--- src/design/ikc_pkg.sv ---
// ikc_pkg: shared types and codes for the image kernel convolution block
// beat payloads, the front-to-back command, register and function codes
// no dependencies
package ikc_pkg;

  // fixed field widths of the channels
  localparam int FUNC_W   = 2;
  localparam int PIX_W    = 8;
  localparam int CIDX_W   = 10;
  localparam int COEF_W   = 16;
  localparam int ROW_W    = 12;
  localparam int OCOL_W   = 10;
  localparam int CFG_AW   = 4;
  localparam int CFG_DW   = 32;

  // command field widths, sized for the largest supported geometry
  localparam int CMD_COL_W  = 12;
  localparam int CMD_ROWM_W = 5;
  localparam int RAD_W      = 4;

  // function codes of an input beat
  localparam logic [FUNC_W-1:0] FN_COEF  = 2'd0;
  localparam logic [FUNC_W-1:0] FN_PIXEL = 2'd1;
  localparam logic [FUNC_W-1:0] FN_FLUSH = 2'd2;

  // register indexes
  localparam logic [1:0] REG_WIDTH  = 2'd0;
  localparam logic [1:0] REG_HEIGHT = 2'd1;
  localparam logic [1:0] REG_RADIUS = 2'd2;

  typedef struct packed {
    logic [FUNC_W-1:0] func;
    logic [PIX_W-1:0]  pixel_in;
    logic [CIDX_W-1:0] coef_index;
    logic [COEF_W-1:0] coef_value;
  } ikc_in_t;

  typedef struct packed {
    logic [PIX_W-1:0]  pixel_out;
    logic [ROW_W-1:0]  out_row;
    logic [OCOL_W-1:0] out_col;
    logic              frame_end;
  } ikc_out_t;

  // work handed from the front to the back
  typedef struct packed {
    logic                  do_coef;
    logic                  do_pix;
    logic                  emit;
    logic                  border;
    logic                  last;
    logic [CIDX_W-1:0]     coef_idx;
    logic [COEF_W-1:0]     coef_val;
    logic [PIX_W-1:0]      pix;
    logic [CMD_ROWM_W-1:0] wr_bank;
    logic [CMD_COL_W-1:0]  wr_col;
    logic [CMD_ROWM_W-1:0] rowm;
    logic [CMD_ROWM_W-1:0] base;
    logic [ROW_W-1:0]      oy;
    logic [CMD_COL_W-1:0]  ox;
    logic [RAD_W-1:0]      radius;
  } ikc_cmd_t;

  typedef enum logic [2:0] {
    BK_IDLE,
    BK_BRD_RD,
    BK_BRD_WT,
    BK_SETUP,
    BK_RUN,
    BK_DRAIN
  } bk_state_t;

endpackage

--- src/design/ikc_queue.sv ---
// ikc_queue: short command queue between the front and the back
// depends on ikc_pkg for the command type
module ikc_queue import ikc_pkg::*; #(
  parameter int DEPTH = 4,
  localparam int PW = (DEPTH > 1) ? $clog2(DEPTH) : 1,
  localparam int CW = $clog2(DEPTH + 1)
) (
  input  logic     clk,
  input  logic     rst_n,
  input  logic     push,
  input  ikc_cmd_t din,
  output logic     full,
  input  logic     pop,
  output ikc_cmd_t dout,
  output logic     empty
);

  ikc_cmd_t        mem_r [DEPTH];
  logic [PW-1:0]   wr_ptr_r, wr_ptr_nxt;
  logic [PW-1:0]   rd_ptr_r, rd_ptr_nxt;
  logic [CW-1:0]   cnt_r, cnt_nxt;

  assign full  = (cnt_r == CW'(DEPTH));
  assign empty = (cnt_r == '0);
  assign dout  = mem_r[rd_ptr_r];

  // pointer and fill count update
  always_comb begin
    wr_ptr_nxt = wr_ptr_r;
    rd_ptr_nxt = rd_ptr_r;
    cnt_nxt    = cnt_r;
    if (push) begin
      wr_ptr_nxt = (wr_ptr_r == PW'(DEPTH - 1)) ? '0 : wr_ptr_r + 1'b1;
    end
    if (pop) begin
      rd_ptr_nxt = (rd_ptr_r == PW'(DEPTH - 1)) ? '0 : rd_ptr_r + 1'b1;
    end
    if (push && !pop) begin
      cnt_nxt = cnt_r + 1'b1;
    end else if (pop && !push) begin
      cnt_nxt = cnt_r - 1'b1;
    end
  end

  always_ff @(posedge clk) begin
    if (!rst_n) begin
      wr_ptr_r <= '0;
      rd_ptr_r <= '0;
      cnt_r    <= '0;
    end else begin
      wr_ptr_r <= wr_ptr_nxt;
      rd_ptr_r <= rd_ptr_nxt;
      cnt_r    <= cnt_nxt;
    end
  end

  // entry storage
  always_ff @(posedge clk) begin
    if (push) begin
      mem_r[wr_ptr_r] <= din;
    end
  end

endmodule

--- config.mk ---
export PLATFORM = sky130hd
export DESIGN_NAME = ikc_queue
export DESIGN_NICKNAME = d
export VERILOG_FILES = /design/src/design/ikc_pkg.sv /design/src/design/ikc_queue.sv
export SDC_FILE = /design/constraint.sdc
export NUM_CORES = 1
export LEC_CHECK = 0
export BUFFER_PORTS_ARGS = -buffer_cell sky130_fd_sc_hd__clkbuf_2
export CAP_MARGIN = 20
export CELL_PAD_IN_SITES_DETAIL_PLACEMENT = 2
export CELL_PAD_IN_SITES_GLOBAL_PLACEMENT = 2
export CORE_ASPECT_RATIO = 0.5
export CORE_MARGIN = 1
export CORE_UTILIZATION = 41
export CTS_CLUSTER_SIZE = 8
export DETAILED_ROUTE_END_ITERATION = 12
export GPL_TIMING_DRIVEN = 1
export HOLD_SLACK_MARGIN = 0.1
export PLACE_DENSITY_LB_ADDON = 0.15
export SETUP_SLACK_MARGIN = 0.05
export SYNTH_ARGS = -nofsm -noshare
export SYNTH_HDL_FRONTEND = slang
export SYNTH_SLANG_ARGS = --single-unit
--- constraint.sdc ---
create_clock -name clk -period 3.4 [get_ports clk]
set_input_delay 0.17 -clock clk [delete_from_list [all_inputs] [get_ports clk]]
set_output_delay 0.17 -clock clk [all_outputs]
set_load 0.1 [all_outputs]
==> results.txt <==
The run finished with clean final reports. The clock sink count is 385. The relative max-transition margin came out at 0.516.

The clock reaches the later pin of the worst-skew pair after 0.55 ns. After synthesis the netlist holds a flip-flop and latch count of 385. For this block, the routed nets add up to 32800 um of wire. The half-perimeter wire length after placement is 19900 um. The final-layout worst hold slack is 0.371 ns.

The worst-path maximum fanout is 26. The total CTS buffers is 54. When the netlist entered floorplanning its net count stood at 640. The number of nets in the final layout came out at 986. The final count of hold timing violations came out at 0.

Setup repair after global routing left no endpoint under its margin. The worst setup path is launched from a register. The number of antenna diodes in the final layout is 0. The gate count after technology mapping is 535. The worst setup path is captured at an output pin. The final period utilization is 0.784. The tree is rooted in a sky130_fd_sc_hd__clkbuf_16. The proportion of layout cells with a drive suffix above 1 is 0.410.

The power per cell area is 686 nW/um2. The placed cell count came out at 1168. The number of DRC markers in iteration 0 came out at 427. The clock tree from TritonCTS is done.

The via count of the first global-routing pass came out at 7957. The warning count from the yosys run is 0. The cell area that synthesis handed to floorplanning was 14100 um2. The H-tree was split into 2 levels. The first TritonRoute pass finished after 4 iterations.

The peak ir drop on the vdd network came out at 0.000390 V. The global-route wire length before repair is 49700 um. The data required time of the critical path came out at 3.23 ns.

The mean area per synthesized cell came out at 26.3 um2. The number of I/O pins is 194. The total negative slack came out at 0 ns. The leakage power total came out at 0.00626 uW. Setup violations remaining at the end of the flow were counted as 0.

The die width came out at 264 um. The arrival time of the worst setup path came out at 2.50 ns. The remaining antenna violation count after routing is 0. The count of cell types in the netlist came out at 23. Clock-pin slew was measured on the worst setup and hold paths at 0.05 ns. The count of unresolved DRC violations after routing is 0. On the final layout, the worst clock skew is 0.0156 ns. The die outline area came out at 35100 um2. The maximum clock frequency is 375 MHz. The number of buffers between clock root and the deepest sink came out at 3.

The via count of the routed design is 6825. The core box area is 33500 um2. Dividing the detail-routed wire length by the instance count gives 24.3 um. The initial core utilization came out at 0.421. The congestion estimate from routability-driven global placement came to 0.676. The utilization after layout is 0.543.

The row count is 47. The tightest min-delay check is of the in2reg type. Using the TritonRoute via totals, the vias-per-cell ratio works out to 5.07.

The number of antenna violations at the first check in global routing is 0. Entering global routing, the biggest net connects 43 pins. The synthesis-to-finish area growth came out at 28.9%. The critical path in this run is classified as reg2out.

The count of buffers added on input and output ports is 193. Fill cells in the final layout number 2873. The register area share after synthesis came out at 0.814.

Max-cap violations in this run came to 0. For the finished layout, the period the worst path requires is 2.67 ns. The total power after layout is 12500 uW. The final max-slew violation count came to 0. Across every metal layer, demand over resource in global routing totals 0.192. At the pin with the least slew margin, the transition time is 0.726 ns. The sum of overflow across all layers after global routing came out at 0. The number of standard cells in the layout, taps in and fillers out came out at 1346.

The die boundary height is 133 um. The number of gates resized after CTS came out at 0.
==> through the flow <==
step | area, um2 | worst slack, ns
2_1_floorplan | 14100 | 0.214
3_3_place_gp | 15700 | 1.24
5_1_grt | 18200 | 0.564
3_5_place_dp | 15700 | 1.23
4_1_cts | 18200 | 0.634
6_report | 18200 | 0.734
==> worst max-delay path: stages (launching register included) <==
cell,delay [ns]
sky130_fd_sc_hd__dfxtp_4,0.64
sky130_fd_sc_hd__buf_12,0.30
sky130_fd_sc_hd__mux4_2,0.56
sky130_fd_sc_hd__clkbuf_2,0.39
==> report_power, final <==
group | switching (uW) | leakage, uW | total (uW) | internal (uW)
Combinational | 1580 | 0.00200 | 2050 | 478
Sequential | 88.9 | 0.00353 | 5540 | 5450
Clock | 1860 | 0.000733 | 4860 | 3000
==> routing by layer <==
layer | part of all wire | global-route usage
met1 | 0.41 | 0.243
met2 | 0.54 | 0.346
met4 | 0.011 | 0.0430
met5 | 0 | 0
met3 | 0.032 | 0.0354
==> synthesized netlist by cell type <==
master                     count  area share
sky130_fd_sc_hd__ha_1          6      0.0053
sky130_fd_sc_hd__xor2_1        1     0.00062
sky130_fd_sc_hd__mux2i_1       4      0.0028
sky130_fd_sc_hd__inv_1         4      0.0011
sky130_fd_sc_hd__nor3b_1       1     0.00053
sky130_fd_sc_hd__a21boi_0      1     0.00053
sky130_fd_sc_hd__buf_1         3     0.00080
sky130_fd_sc_hd__buf_6         1     0.00080
sky130_fd_sc_hd__and2_1        5      0.0022
sky130_fd_sc_hd__fa_1          1      0.0014
sky130_fd_sc_hd__mux4_2       94        0.15
sky130_fd_sc_hd__o21ai_0       1     0.00035
sky130_fd_sc_hd__edfxtp_1    376        0.80
sky130_fd_sc_hd__nor2_1        1     0.00027
sky130_fd_sc_hd__o21a_1        1     0.00053
sky130_fd_sc_hd__nor2b_1       5      0.0022
sky130_fd_sc_hd__buf_4         3      0.0016
sky130_fd_sc_hd__nor3_1        2     0.00071
sky130_fd_sc_hd__or3_1         1     0.00044
sky130_fd_sc_hd__buf_2         7      0.0025
sky130_fd_sc_hd__buf_12        7      0.0099
sky130_fd_sc_hd__xnor2_1       1     0.00062
sky130_fd_sc_hd__dfxtp_1       9       0.013
==> timing repair <==
action	4_1_cts	5_1_grt
hold buffers	98	0
buffers inserted	0	0
endpoints found under the hold margin	385	0
==> cell usage in the layout, fill, tap and decap left out, drive strengths merged, types with 2 or more instances in the layout <==
cell type	n
edfxtp	376
clkbuf	272
dlygate4sd3	98
mux4	94
buf	20
dfxtp	9
ha	6
nor2b	5
and2	5
inv	4
mux2i	4
nor3	2
==> sequential cells by signal (all words and copies together) (netlist names), named ones only <==
name	count
cnt_r	3
mem_r	376
rd_ptr_r	2
wr_ptr_r	2
==> layout make-up <==
class | instances | area (um2) | area share
well taps | 441 | 552 | 0.0304
multi-input cells | 125 | 2390 | 0.132
repair buffers | 311 | 2210 | 0.122
inverters | 4 | 15.0 | 0.000827
flip-flops and latches | 385 | 11500 | 0.632
clock inverters | 1 | 8.76 | 0.000482
clock buffers | 79 | 1510 | 0.0831
==> path summary, 6_finish.rpt <==
kind          startpoint           end  slack [ns]  depth (start not counted)
max             register      dout[56]        0.73                          3
min               din[9]   mem_r[1][9]        0.37                          2
max reg2reg  wr_ptr_r[0]  mem_r[3][85]        1.45                          3
min reg2reg     cnt_r[2]      cnt_r[2]        0.53                          2
==> cells by family (layout without fill, tap and decap cells) <==
kind of cell | Yosys count | in the layout | synth area share
AOI/OAI and AO/OA | 3 | 3 | 0.00142
muxes | 98 | 98 | 0.153
DFF | 385 | 385 | 0.814
and+or+nand+nor | 15 | 15 | 0.00640
xor gates and xnor gates | 2 | 2 | 0.00124
buffers and inverters | 25 | 395 | 0.0167
adders and majority gates | 7 | 7 | 0.00675
No activity file was read; power rests on OpenSTA's default activity.
