===== src/design/ikc_pkg.sv =====
// ikc_pkg: shared types and codes for the image kernel convolution block
// beat payloads, the front-to-back command, register and function codes
// no dependencies
package ikc_pkg;

  // fixed field widths of the channels
  localparam int FUNC_W   = 2;
  localparam int PIX_W    = 8;
  localparam int CIDX_W   = 10;
  localparam int COEF_W   = 16;
  localparam int ROW_W    = 12;
  localparam int OCOL_W   = 10;
  localparam int CFG_AW   = 4;
  localparam int CFG_DW   = 32;

  // command field widths, sized for the largest supported geometry
  localparam int CMD_COL_W  = 12;
  localparam int CMD_ROWM_W = 5;
  localparam int RAD_W      = 4;

  // function codes of an input beat
  localparam logic [FUNC_W-1:0] FN_COEF  = 2'd0;
  localparam logic [FUNC_W-1:0] FN_PIXEL = 2'd1;
  localparam logic [FUNC_W-1:0] FN_FLUSH = 2'd2;

  // register indexes
  localparam logic [1:0] REG_WIDTH  = 2'd0;
  localparam logic [1:0] REG_HEIGHT = 2'd1;
  localparam logic [1:0] REG_RADIUS = 2'd2;

  typedef struct packed {
    logic [FUNC_W-1:0] func;
    logic [PIX_W-1:0]  pixel_in;
    logic [CIDX_W-1:0] coef_index;
    logic [COEF_W-1:0] coef_value;
  } ikc_in_t;

  typedef struct packed {
    logic [PIX_W-1:0]  pixel_out;
    logic [ROW_W-1:0]  out_row;
    logic [OCOL_W-1:0] out_col;
    logic              frame_end;
  } ikc_out_t;

  // work handed from the front to the back
  typedef struct packed {
    logic                  do_coef;
    logic                  do_pix;
    logic                  emit;
    logic                  border;
    logic                  last;
    logic [CIDX_W-1:0]     coef_idx;
    logic [COEF_W-1:0]     coef_val;
    logic [PIX_W-1:0]      pix;
    logic [CMD_ROWM_W-1:0] wr_bank;
    logic [CMD_COL_W-1:0]  wr_col;
    logic [CMD_ROWM_W-1:0] rowm;
    logic [CMD_ROWM_W-1:0] base;
    logic [ROW_W-1:0]      oy;
    logic [CMD_COL_W-1:0]  ox;
    logic [RAD_W-1:0]      radius;
  } ikc_cmd_t;

  typedef enum logic [2:0] {
    BK_IDLE,
    BK_BRD_RD,
    BK_BRD_WT,
    BK_SETUP,
    BK_RUN,
    BK_DRAIN
  } bk_state_t;

endpackage


===== src/design/ikc_front.sv =====
// ikc_front: classifies input beats, tracks frame positions and issues commands
// depends on ikc_pkg for the beat and command types
module ikc_front import ikc_pkg::*; #(
  parameter int MAX_KERNEL = 27,
  parameter int MAX_WIDTH  = 1024
) (
  input  logic            clk,
  input  logic            rst_n,
  input  logic            acc,
  input  ikc_in_t         item,
  input  logic            cfg_clear,
  input  logic [10:0]     cfg_width,
  input  logic [12:0]     cfg_height,
  input  logic [RAD_W-1:0] cfg_radius,
  output logic            push,
  output ikc_cmd_t        cmd
);

  localparam int COL_W  = $clog2(MAX_WIDTH);
  localparam int KM_W   = (MAX_KERNEL > 1) ? $clog2(MAX_KERNEL) : 1;
  localparam int PEND_W = $clog2(MAX_WIDTH * 4096 + 1);
  localparam int RMAX   = (MAX_KERNEL - 1) / 2;
  localparam int TAPS   = MAX_KERNEL * MAX_KERNEL;

  logic [COL_W-1:0]  in_col_r, in_col_nxt;
  logic [ROW_W-1:0]  in_row_r, in_row_nxt;
  logic [KM_W-1:0]   in_rowm_r, in_rowm_nxt;
  logic              in_done_r, in_done_nxt;
  logic [COL_W-1:0]  out_col_r, out_col_nxt;
  logic [ROW_W-1:0]  out_row_r, out_row_nxt;
  logic [KM_W-1:0]   out_rowm_r, out_rowm_nxt;
  logic [PEND_W-1:0] pend_r, pend_nxt;

  logic [12:0]       w_c, h_c;
  logic [RAD_W-1:0]  r_c;
  logic [PEND_W-1:0] lag_c, pend_inc;
  logic              is_coef, is_pix, emit;
  logic              in_last_col, in_last_row, out_last_col, out_last_row, out_last;
  logic              border;
  logic [5:0]        base_c;

  // effective geometry, clamped to the supported range
  always_comb begin
    w_c = {2'b00, cfg_width};
    if (w_c == 13'd0) begin
      w_c = 13'd1;
    end else if (w_c > 13'(MAX_WIDTH)) begin
      w_c = 13'(MAX_WIDTH);
    end
    h_c = cfg_height;
    if (h_c == 13'd0) begin
      h_c = 13'd1;
    end else if (h_c > 13'd4096) begin
      h_c = 13'd4096;
    end
    r_c = (cfg_radius > RAD_W'(RMAX)) ? RAD_W'(RMAX) : cfg_radius;
  end

  // output lag in pixels: radius rows plus radius columns
  assign lag_c    = PEND_W'(r_c) * PEND_W'(w_c) + PEND_W'(r_c);
  assign pend_inc = pend_r + 1'b1;

  assign in_last_col  = (13'(in_col_r) == w_c - 13'd1);
  assign in_last_row  = (13'(in_row_r) == h_c - 13'd1);
  assign out_last_col = (13'(out_col_r) == w_c - 13'd1);
  assign out_last_row = (13'(out_row_r) == h_c - 13'd1);
  assign out_last     = out_last_col && out_last_row;

  // classify the beat
  always_comb begin
    is_coef = (item.func == FN_COEF) && (item.coef_index < CIDX_W'(TAPS));
    is_pix  = (item.func == FN_PIXEL) && !in_done_r;
    if (is_pix) begin
      emit = (pend_inc > lag_c);
    end else begin
      emit = (item.func == FN_FLUSH) && in_done_r;
    end
  end

  // pixels near any edge pass through
  assign border = (13'(out_row_r) < 13'(r_c)) || (13'(out_col_r) < 13'(r_c)) ||
                  (13'(out_row_r) + 13'(r_c) >= h_c) ||
                  (13'(out_col_r) + 13'(r_c) >= w_c);

  // line-store bank holding the top kernel row
  always_comb begin
    base_c = 6'(out_rowm_r) + 6'(MAX_KERNEL) - 6'(r_c);
    if (base_c >= 6'(MAX_KERNEL)) begin
      base_c = base_c - 6'(MAX_KERNEL);
    end
  end

  assign push = acc && (is_coef || is_pix || emit);

  always_comb begin
    cmd          = '0;
    cmd.do_coef  = is_coef;
    cmd.do_pix   = is_pix;
    cmd.emit     = emit;
    cmd.border   = border;
    cmd.last     = out_last;
    cmd.coef_idx = item.coef_index;
    cmd.coef_val = item.coef_value;
    cmd.pix      = item.pixel_in;
    cmd.wr_bank  = CMD_ROWM_W'(in_rowm_r);
    cmd.wr_col   = CMD_COL_W'(in_col_r);
    cmd.rowm     = CMD_ROWM_W'(out_rowm_r);
    cmd.base     = CMD_ROWM_W'(base_c);
    cmd.oy       = out_row_r;
    cmd.ox       = CMD_COL_W'(out_col_r);
    cmd.radius   = r_c;
  end

  // position counters
  always_comb begin
    in_col_nxt   = in_col_r;
    in_row_nxt   = in_row_r;
    in_rowm_nxt  = in_rowm_r;
    in_done_nxt  = in_done_r;
    out_col_nxt  = out_col_r;
    out_row_nxt  = out_row_r;
    out_rowm_nxt = out_rowm_r;
    pend_nxt     = pend_r;
    if (cfg_clear) begin
      in_col_nxt   = '0;
      in_row_nxt   = '0;
      in_rowm_nxt  = '0;
      in_done_nxt  = 1'b0;
      out_col_nxt  = '0;
      out_row_nxt  = '0;
      out_rowm_nxt = '0;
      pend_nxt     = '0;
    end else if (acc) begin
      if (is_pix) begin
        if (in_last_col) begin
          in_col_nxt = '0;
          if (in_last_row) begin
            in_done_nxt = 1'b1;
          end else begin
            in_row_nxt  = in_row_r + 1'b1;
            in_rowm_nxt = (in_rowm_r == KM_W'(MAX_KERNEL - 1)) ? '0 : in_rowm_r + 1'b1;
          end
        end else begin
          in_col_nxt = in_col_r + 1'b1;
        end
      end
      if (emit) begin
        if (out_last_col) begin
          out_col_nxt  = '0;
          out_row_nxt  = out_row_r + 1'b1;
          out_rowm_nxt = (out_rowm_r == KM_W'(MAX_KERNEL - 1)) ? '0 : out_rowm_r + 1'b1;
        end else begin
          out_col_nxt = out_col_r + 1'b1;
        end
      end
      if (is_pix && !emit) begin
        pend_nxt = pend_inc;
      end else if (emit && !is_pix) begin
        pend_nxt = pend_r - 1'b1;
      end
      // last pixel of the frame out: start over
      if (emit && out_last) begin
        in_col_nxt   = '0;
        in_row_nxt   = '0;
        in_rowm_nxt  = '0;
        in_done_nxt  = 1'b0;
        out_col_nxt  = '0;
        out_row_nxt  = '0;
        out_rowm_nxt = '0;
        pend_nxt     = '0;
      end
    end
  end

  always_ff @(posedge clk) begin
    if (!rst_n) begin
      in_col_r   <= '0;
      in_row_r   <= '0;
      in_rowm_r  <= '0;
      in_done_r  <= 1'b0;
      out_col_r  <= '0;
      out_row_r  <= '0;
      out_rowm_r <= '0;
      pend_r     <= '0;
    end else begin
      in_col_r   <= in_col_nxt;
      in_row_r   <= in_row_nxt;
      in_rowm_r  <= in_rowm_nxt;
      in_done_r  <= in_done_nxt;
      out_col_r  <= out_col_nxt;
      out_row_r  <= out_row_nxt;
      out_rowm_r <= out_rowm_nxt;
      pend_r     <= pend_nxt;
    end
  end

endmodule


===== config.mk =====
export PLATFORM = sky130hd
export DESIGN_NAME = ikc_front
export DESIGN_NICKNAME = d
export VERILOG_FILES = /design/src/design/ikc_pkg.sv /design/src/design/ikc_front.sv
export SDC_FILE = /design/constraint.sdc
export NUM_CORES = 1
export LEC_CHECK = 0
export BUFFER_PORTS_ARGS = -buffer_cell sky130_fd_sc_hd__buf_4
export CAP_MARGIN = 40
export CELL_PAD_IN_SITES_DETAIL_PLACEMENT = 0
export CELL_PAD_IN_SITES_GLOBAL_PLACEMENT = 1
export CORE_ASPECT_RATIO = 0.7
export CORE_MARGIN = 10
export CORE_UTILIZATION = 45
export DETAILED_ROUTE_END_ITERATION = 12
export PLACE_DENSITY = 0.95
export SYNTH_ARGS = -nofsm -noshare
export SYNTH_HDL_FRONTEND = slang
export SYNTH_SLANG_ARGS = --single-unit

===== constraint.sdc =====
create_clock -name clk -period 25.2 [get_ports clk]
set_clock_uncertainty 0.05 [all_clocks]
set_input_delay 3.78 -clock clk [delete_from_list [all_inputs] [get_ports clk]]
set_output_delay 3.78 -clock clk [all_outputs]
set_load 0.01 [all_outputs]

==> summary.txt, run 1 <==
Run status
  – Run status: complete, no violations

Placed design
  – Cell count after placement: 1631
  – Placed wire-length estimate after detailed placement: 24700 um
  – Post-placement worst setup slack: 10.52 ns
  – Number of buffers added on ports: 110
  – Placer's final routability congestion estimate: 0.961

Hold path
  – Hold crit path type: flip-flop to flip-flop

CTS
  – Hold buffers post-CTS: 0
  – Worst-skew pair later-pin latency: 0.36 ns
  – Root Buffer: sky130_fd_sc_hd__clkbuf_16
  – Post-CTS setup buffer count: 0
  – Clock Path Buffers: 2
  – Number of sinks handled by clock tree synthesis: 78
  – Clock tree from TritonCTS: done
  – Htree depth: 3
  – Clock-pin slew on the worst setup and hold paths: 0.06 ns
  – # resized after CTS: 0
  – Number of buffers inserted during clock tree synthesis: 9

Power and ir drop
  – Largest vdd supply drop: 36.3 uV
  – Power, Total: 379 uW
  – Power per standard cell area: 34.4 mW/mm^2
  – Leakage dissipation: 4.71 nW

Layout
  – ANT cells: 0
  – Fin cells: 1646
  – Fraction of layout cells with a size suffix above 1: 12.2%
  – Layout-stage area growth over the synthesis result: 9.02%
  – Count of nets after finishing: 1561

Global route
  – Vias in the first global route: 9272
  – Total GRT Usage: 21.1%
  – Maximum number of pins on one net before global-route repair: 32
  – Antenna violations before repair: 0
  – Wire length of the first global-routing pass: 50200 um
  – Grt ovf: 0

Timing
  – RSZ-0062 raised after global routing: false
  – Number of setup violations in the final report: 0
  – Final cycle utilization of the critical path: 58.9%
  – Fin worst setup slack: 10.35 ns
  – Pins Over Slew Limit: 0
  – Final-layout setup total negative slack: 0 ns
  – Worst max-slew margin expressed relative to the limit: 43.9%
  – Least-Margin Pin Slew: 0.833 ns
  – Number of hold violations in the final report: 0
  – Tmin final: 14.85 ns
  – Final hold slack: 0.467 ns
  – Fmax: 67.3 MHz

Die
  – Number of top-level pins: 163
  – FP Rows: 45
  – Chip height: 145 um
  – Core area: 0.0219 mm^2
  – Die outline area: 0.0289 mm^2
  – Effective utilization at floorplan: 46.1%
  – Die X-Extent: 199 um

Routing
  – Routed wire length per instance: 19.0 um
  – Iter 0 DRT Violations: 986
  – Vias per std cell: 6.02
  – Wire length after detailed routing: 31300 um
  – Remaining routing DRC violations: 0
  – Total number of vias: 9905
  – Final antenna-violating net count: 0
  – Detailed-router iteration count before antenna repair: 6

Yosys
  – Mean Syn Cell Area: 7.50 um^2
  – Count of warnings emitted by yosys: 0
  – Share of flip-flops with an asynchronous set or reset: 0%
  – Syn Inst Count: 1347
  – Synthesized flop and latch total: 78
  – Number of synthesized flops with an enable pin: 0
  – Area of the mapped netlist: 0.0101 mm^2
  – Share of the yosys chip area belonging to registers: 15.5%
  – Number of distinct library cell variants in the gate-level netlist after synthesis: 85
  – Library cell occupying the most area in the post-synthesis netlist: sky130_fd_sc_hd__dfxtp_1
  – Share of the synthesized area in the top cell type: 15.5%
  – Leading cell types by total area after synthesis: sky130_fd_sc_hd__dfxtp_1 15%, sky130_fd_sc_hd__ha_1 14%, sky130_fd_sc_hd__xnor2_1 6.5%
  – Most frequent cells after synthesis: 139 x sky130_fd_sc_hd__nor2_1, 109 x sky130_fd_sc_hd__ha_1, 92 x sky130_fd_sc_hd__nand2_1, 81 x sky130_fd_sc_hd__a21oi_1, 78 x sky130_fd_sc_hd__dfxtp_1
  – Top FF cell, synth: sky130_fd_sc_hd__dfxtp_1
  – Top-count cell post-synth: sky130_fd_sc_hd__nor2_1

Worst setup path
  – Type of element capturing the critical path: output port
  – Type of the worst setup path: input pin to output port
  – Highest-delay cell along the critical path: sky130_fd_sc_hd__or4_4
  – Max FO, Critical Path: 9
  – Required arrival time at the worst endpoint: 21.37 ns
  – Endpoint arrival time on the critical path: 11.02 ns
  – CP delay by family, top: compound AO/OA/AOI/OAI gates
  – Worst path max stage delay: 0.61 ns
  – Setup crit start kind: input pin
  – Buffers & Inverters on Critical Path: 4

Run
  – Count of max-cap constraint violations: 0
[tightest hold or removal path: stages (launching register included)]
cell,delay [ns]
sky130_fd_sc_hd__dfxtp_1,0.33
sky130_fd_sc_hd__inv_1,0.07
sky130_fd_sc_hd__o21ai_0,0.07
[sequential cells by signal, indices dropped and copies added (netlist names)]
| register | flops |
|---|---|
| in_row_r | 12 |
| out_rowm_r | 5 |
| in_done_r | 1 |
| out_col_r | 10 |
| out_row_r | 12 |
| in_col_r | 10 |
| in_rowm_r | 5 |
| pend_r | 23 |
[power by group]
group          internal (mW)  leakage, nW  switching [mW]
Sequential             0.124        0.628         0.00138
Combinational         0.0491         3.95          0.0715
Clock                 0.0765        0.135          0.0568
Total                  0.249         4.71           0.130
[final cells by class]
cell class,instances,area (um^2)
fill,2124,10900
multi-input combinational,1080,7650
sequential,78,1560
timing repair buffer,119,893
tap,282,353
inverter,72,270
clock buffer,10,229
clock inverter,5,58.8
[path summary, 6_finish.rpt]
path                     start           end  slack, ns  cells after the start
setup / recovery  cfg_width[0]       cmd[91]      10.35                     30
setup reg to reg     pend_r[0]   in_col_r[0]      19.84                     17
hold reg to reg   in_rowm_r[4]  in_rowm_r[4]       0.47                      2
hold / removal    in_rowm_r[4]  in_rowm_r[4]       0.47                      2
[cells in the final DEF, fill, tap and decap left out, types with 37 or more instances in the layout]
master	netlist	routed
sky130_fd_sc_hd__nor2_1	139	138
sky130_fd_sc_hd__buf_4	43	119
sky130_fd_sc_hd__ha_1	109	109
sky130_fd_sc_hd__nand2_1	92	92
sky130_fd_sc_hd__a21oi_1	81	81
sky130_fd_sc_hd__dfxtp_1	78	78
sky130_fd_sc_hd__xnor2_1	75	75
sky130_fd_sc_hd__inv_1	70	70
sky130_fd_sc_hd__nand3_1	55	55
sky130_fd_sc_hd__o21ai_0	49	48
sky130_fd_sc_hd__nor3_1	47	47
sky130_fd_sc_hd__xor2_1	37	37
[per-layer routing]
layer | vias to the layer above | wire length (um) | global-route usage [%]
met5 | - | 0 | 0
met4 | 0 | 418 | 4.37
met3 | 24 | 3070 | 5.93
met2 | 399 | 13400 | 30.9
met1 | 4699 | 14400 | 29.7
li1 | 4783 | - | -
[metrics by stage]
stage	util, %	area, um^2
2_1_floorplan	-	10100
3_3_place_gp	48.9	10700
3_5_place_dp	49.0	10700
4_1_cts	50.3	11000
5_1_grt	50.3	11000
6_report	50.3	11000
[kinds of logic after synthesis]
family	Yosys count	share of synthesized area [%]
and+or+nand+nor	542	28.1
AOI/OAI and AO/OA	276	18.2
buffers and inverters	192	8.98
adders and majority gates	133	18.3
xor gates and xnor gates	112	9.71
DFF	78	15.5
muxes	13	1.31
other	1	0.0371
No activity file was read; power rests on OpenSTA's default activity.
==> inputs of run 2 (changes only) <==
ABC_AREA = 1   (was default)
CORE_UTILIZATION = 37   (was 45)
PLACE_DENSITY = 0.87   (was 0.95)
clock period = 13.1 ns   (was 25.2 ns; I/O delays follow)
==> summary.txt, run 2 <==
Timing
  – RSZ-0062 raised after global routing: false
  – Worst max-slew margin expressed relative to the limit: 51.0% (+7.1 points)
  – Tmin final: 10.78 ns
  – Number of setup violations in the final report: 0 (unchanged)
  – Pins Over Slew Limit: 0 (unchanged)
  – Number of hold violations in the final report: 0 (unchanged)
  – Final cycle utilization of the critical path: 82.3%
  – Final-layout setup total negative slack: 0 ns (unchanged)
  – Least-Margin Pin Slew: 0.729 ns (-0.104 ns)
  – Fmax: 92.8 MHz

Placed design
  – Placer's final routability congestion estimate: 0.976 (+1.6%)
  – Placed wire-length estimate after detailed placement: 31600 um (+28%)
  – Cell count after placement: 2159 (+32%)
  – Number of buffers added on ports: 110 (unchanged)

CTS
  – Number of buffers inserted during clock tree synthesis: 9 (unchanged)
  – Post-CTS setup buffer count: 0 (unchanged)
  – # resized after CTS: 0 (unchanged)
  – Clock tree from TritonCTS: done
  – Htree depth: 3 (unchanged)
  – Clock-pin slew on the worst setup and hold paths: 0.07 ns (about the same)
  – Hold buffers post-CTS: 0 (unchanged)
  – Root Buffer: sky130_fd_sc_hd__clkbuf_16
  – Number of sinks handled by clock tree synthesis: 78 (unchanged)
  – Clock Path Buffers: 2 (unchanged)
  – Worst-skew pair later-pin latency: 0.37 ns (about the same)

Global route
  – Routing usage on met2: 27.0% (-3.9 points)
  – Vias in the first global route: 10454 (+13%)
  – Global Route met1 Usage: 31.5% (+1.8 points)
  – Maximum number of pins on one net before global-route repair: 32 (unchanged)
  – Busiest layer in global routing: met1
  – Total GRT Usage: 20.6% (-0.47 points)
  – Wire length of the first global-routing pass: 60100 um (+20%)
  – Antenna violations before repair: 0 (unchanged)
  – Grt ovf: 0 (unchanged)
  – Routing usage on met3: 5.84% (-0.087 points)

Power and ir drop
  – Power, Total: 849 uW (+120%)
  – Largest vdd supply drop: 46.8 uV (+29%)
  – Leakage dissipation: 5.90 nW (+25%)
  – Power per standard cell area: 71.0 mW/mm^2 (+110%)

Yosys
  – Share of the yosys chip area belonging to registers: 14.3% (-1.1 points)
  – Share of flip-flops with an asynchronous set or reset: 0% (unchanged)
  – Number of distinct library cell variants in the gate-level netlist after synthesis: 57 (-33%)
  – Share of the synthesized area in the top cell type: 14.3% (-1.1 points)
  – Count of warnings emitted by yosys: 0 (unchanged)
  – Number of synthesized flops with an enable pin: 0 (unchanged)
  – Mean Syn Cell Area: 6.20 um^2 (-17%)
  – Syn Inst Count: 1758 (+31%)
  – Area of the mapped netlist: 0.0109 mm^2 (+7.9%)
  – Library cell occupying the most area in the post-synthesis netlist: sky130_fd_sc_hd__dfxtp_1
  – Leading cell types by total area after synthesis: sky130_fd_sc_hd__dfxtp_1 14%, sky130_fd_sc_hd__nand2_1 14%, sky130_fd_sc_hd__ha_1 13%
  – Top FF cell, synth: sky130_fd_sc_hd__dfxtp_1
  – Most frequent cells after synthesis: 398 x sky130_fd_sc_hd__nand2_1, 232 x sky130_fd_sc_hd__nor2_1, 217 x sky130_fd_sc_hd__inv_1, 171 x sky130_fd_sc_hd__nand3_1, 109 x sky130_fd_sc_hd__ha_1
  – Top-count cell post-synth: sky130_fd_sc_hd__nand2_1
  – Synthesized flop and latch total: 78 (unchanged)

Layout
  – Largest register FFs: 23 (unchanged)
  – Count of nets after finishing: 1993 (+28%)
  – Utilization after layout: 41.3% (-9.0 points)
  – Layout-stage area growth over the synthesis result: 9.72%
  – Register cell area after layout: 0.00156 mm^2 (unchanged)
  – Commonest non-fill, non-tap cell in the layout: sky130_fd_sc_hd__nand2_1
  – Most frequent cells in the layout: 398 x sky130_fd_sc_hd__nand2_1, 231 x sky130_fd_sc_hd__nor2_1, 217 x sky130_fd_sc_hd__inv_1, 171 x sky130_fd_sc_hd__nand3_1, 111 x sky130_fd_sc_hd__buf_4
  – Fraction of layout cells with a size suffix above 1: 9.96% (-2.3 points)
  – Area occupied by multi-input gates: 0.00788 mm^2 (+3.1%)
  – Largest register by flop count: pend_r
  – Number of inserted filler cells in the final layout: 3091 (+46%)
  – Largest registers ranked by flip-flop count: pend_r: 23 flops, in_row_r: 12 flops, out_row_r: 12 flops
  – ANT cells: 0 (unchanged)
  – Fin cells: 2175 (+32%)

Die
  – FP Rows: 52 (+16%)
  – Die outline area: 0.0368 mm^2 (+27%)
  – Number of top-level pins: 163 (unchanged)
  – Effective utilization at floorplan: 37.6% (-8.5 points)
  – Die X-Extent: 225 um (+13%)
  – Core area: 0.0290 mm^2 (+32%)
  – Chip height: 164 um (+13%)

Routing
  – Total number of vias: 11631 (+17%)
  – Final antenna-violating net count: 0 (unchanged)
  – Routed wire length per instance: 17.8 um (-6.3%)
  – Wire length after detailed routing: 38700 um (+24%)
  – Detailed-router iteration count before antenna repair: 6 (unchanged)
  – Remaining routing DRC violations: 0 (unchanged)
  – Vias per std cell: 5.35 (-11%)
  – Iter 0 DRT Violations: 1157 (+17%)

Run status
  – Run status: complete, no violations

Hold path
  – Hold crit path type: flip-flop to flip-flop

Worst setup path
  – Type of element capturing the critical path: output port
  – Type of the worst setup path: input pin to output port
  – Required arrival time at the worst endpoint: 11.09 ns (-10.28 ns)
  – Max FO, Critical Path: 15 (+6)
  – Worst path max stage delay: 0.52 ns (-0.09 ns)
  – CP dominant cell by count: sky130_fd_sc_hd__nand2_1
  – Highest-delay cell along the critical path: sky130_fd_sc_hd__fa_1
  – Setup crit start kind: input pin
  – Endpoint arrival time on the critical path: 8.76 ns (-2.26 ns)

Run
  – Count of max-cap constraint violations: 0 (unchanged)
-- run 2: changes by cell type in the layout (fill, tap and decap cells not counted), moves of 20 or more --
| cell | before | now |
|---|---|---|
| sky130_fd_sc_hd__inv_1 | 70 | 217 |
| sky130_fd_sc_hd__nand2_1 | 92 | 398 |
| sky130_fd_sc_hd__nand2b_1 | 28 | 0 |
| sky130_fd_sc_hd__nor2_1 | 138 | 231 |
| sky130_fd_sc_hd__xor2_1 | 37 | 77 |
| sky130_fd_sc_hd__or3_1 | 25 | 0 |
| sky130_fd_sc_hd__xnor2_1 | 75 | 9 |
| sky130_fd_sc_hd__nand3_1 | 55 | 171 |
| sky130_fd_sc_hd__nor2b_1 | 20 | 0 |
-- run 2: final cells by class --
class / instances / area share [%]
inverters: 223 / 7.02
repair buffers: 115 / 7.49
flip-flops and latches: 78 / 13.1
clock buffers: 9 / 1.88
well taps: 378 / 3.96
multi-input cells: 1365 / 65.9
clock inverters: 7 / 0.680
-- run 2: cell families after synthesis --
family          Yosys count  synth area share [%]
buf+inv                 318                  13.5
simple gates            950                  38.5
flops                    78                  14.3
fa+ha+maj               133                  16.9
other cells               1                0.0344
xor+xnor                 86                  6.91
compound gates          192                  9.82
-- run 2: worst max-delay path: cells and delay by family --
kind                     cells  cell delay, ns
AND/OR/NAND/NOR             12            1.93
XOR/XNOR                     1            0.11
buffers and inverters        5            0.59
adder cells (fa/ha/maj)      5            2.19
AO/OA/AOI/OAI                9            1.94
-- run 2: final timing paths --
kind / startpoint / endpoint / slack [ns] / cells after the start
min reg2reg: in_row_r[6] / in_row_r[6] / 0.44 / 2
min: in_row_r[6] / in_row_r[6] / 0.44 / 2
max reg2reg: pend_r[0] / pend_r[16] / 7.59 / 26
max: cfg_width[3] / cmd[91] / 2.32 / 32
-- run 2: report_power, final --
group / switching (mW) / internal [mW]
registers: 0.00750 / 0.241
logic: 0.211 / 0.116
clock network: 0.123 / 0.150
total: 0.341 / 0.507
-- run 2: metal layers --
metal / vias up / wire length [um]
met3: 40 / 4290
met4: 0 / 556
met1: 5348 / 19500
met2: 505 / 14400
met5: - / 0
li1: 5738 / -
-- run 2: through the flow --
step                instance area (um^2)  hold WS, ns  setup WS [ns]
floorplan                          10900        0.402           3.55
global placement                   11600        0.416           2.59
detailed placement                 11700        0.438           2.39
CTS                                12000        0.448           2.38
global route                       12000        0.475           1.65
finish                             12000        0.440           2.32
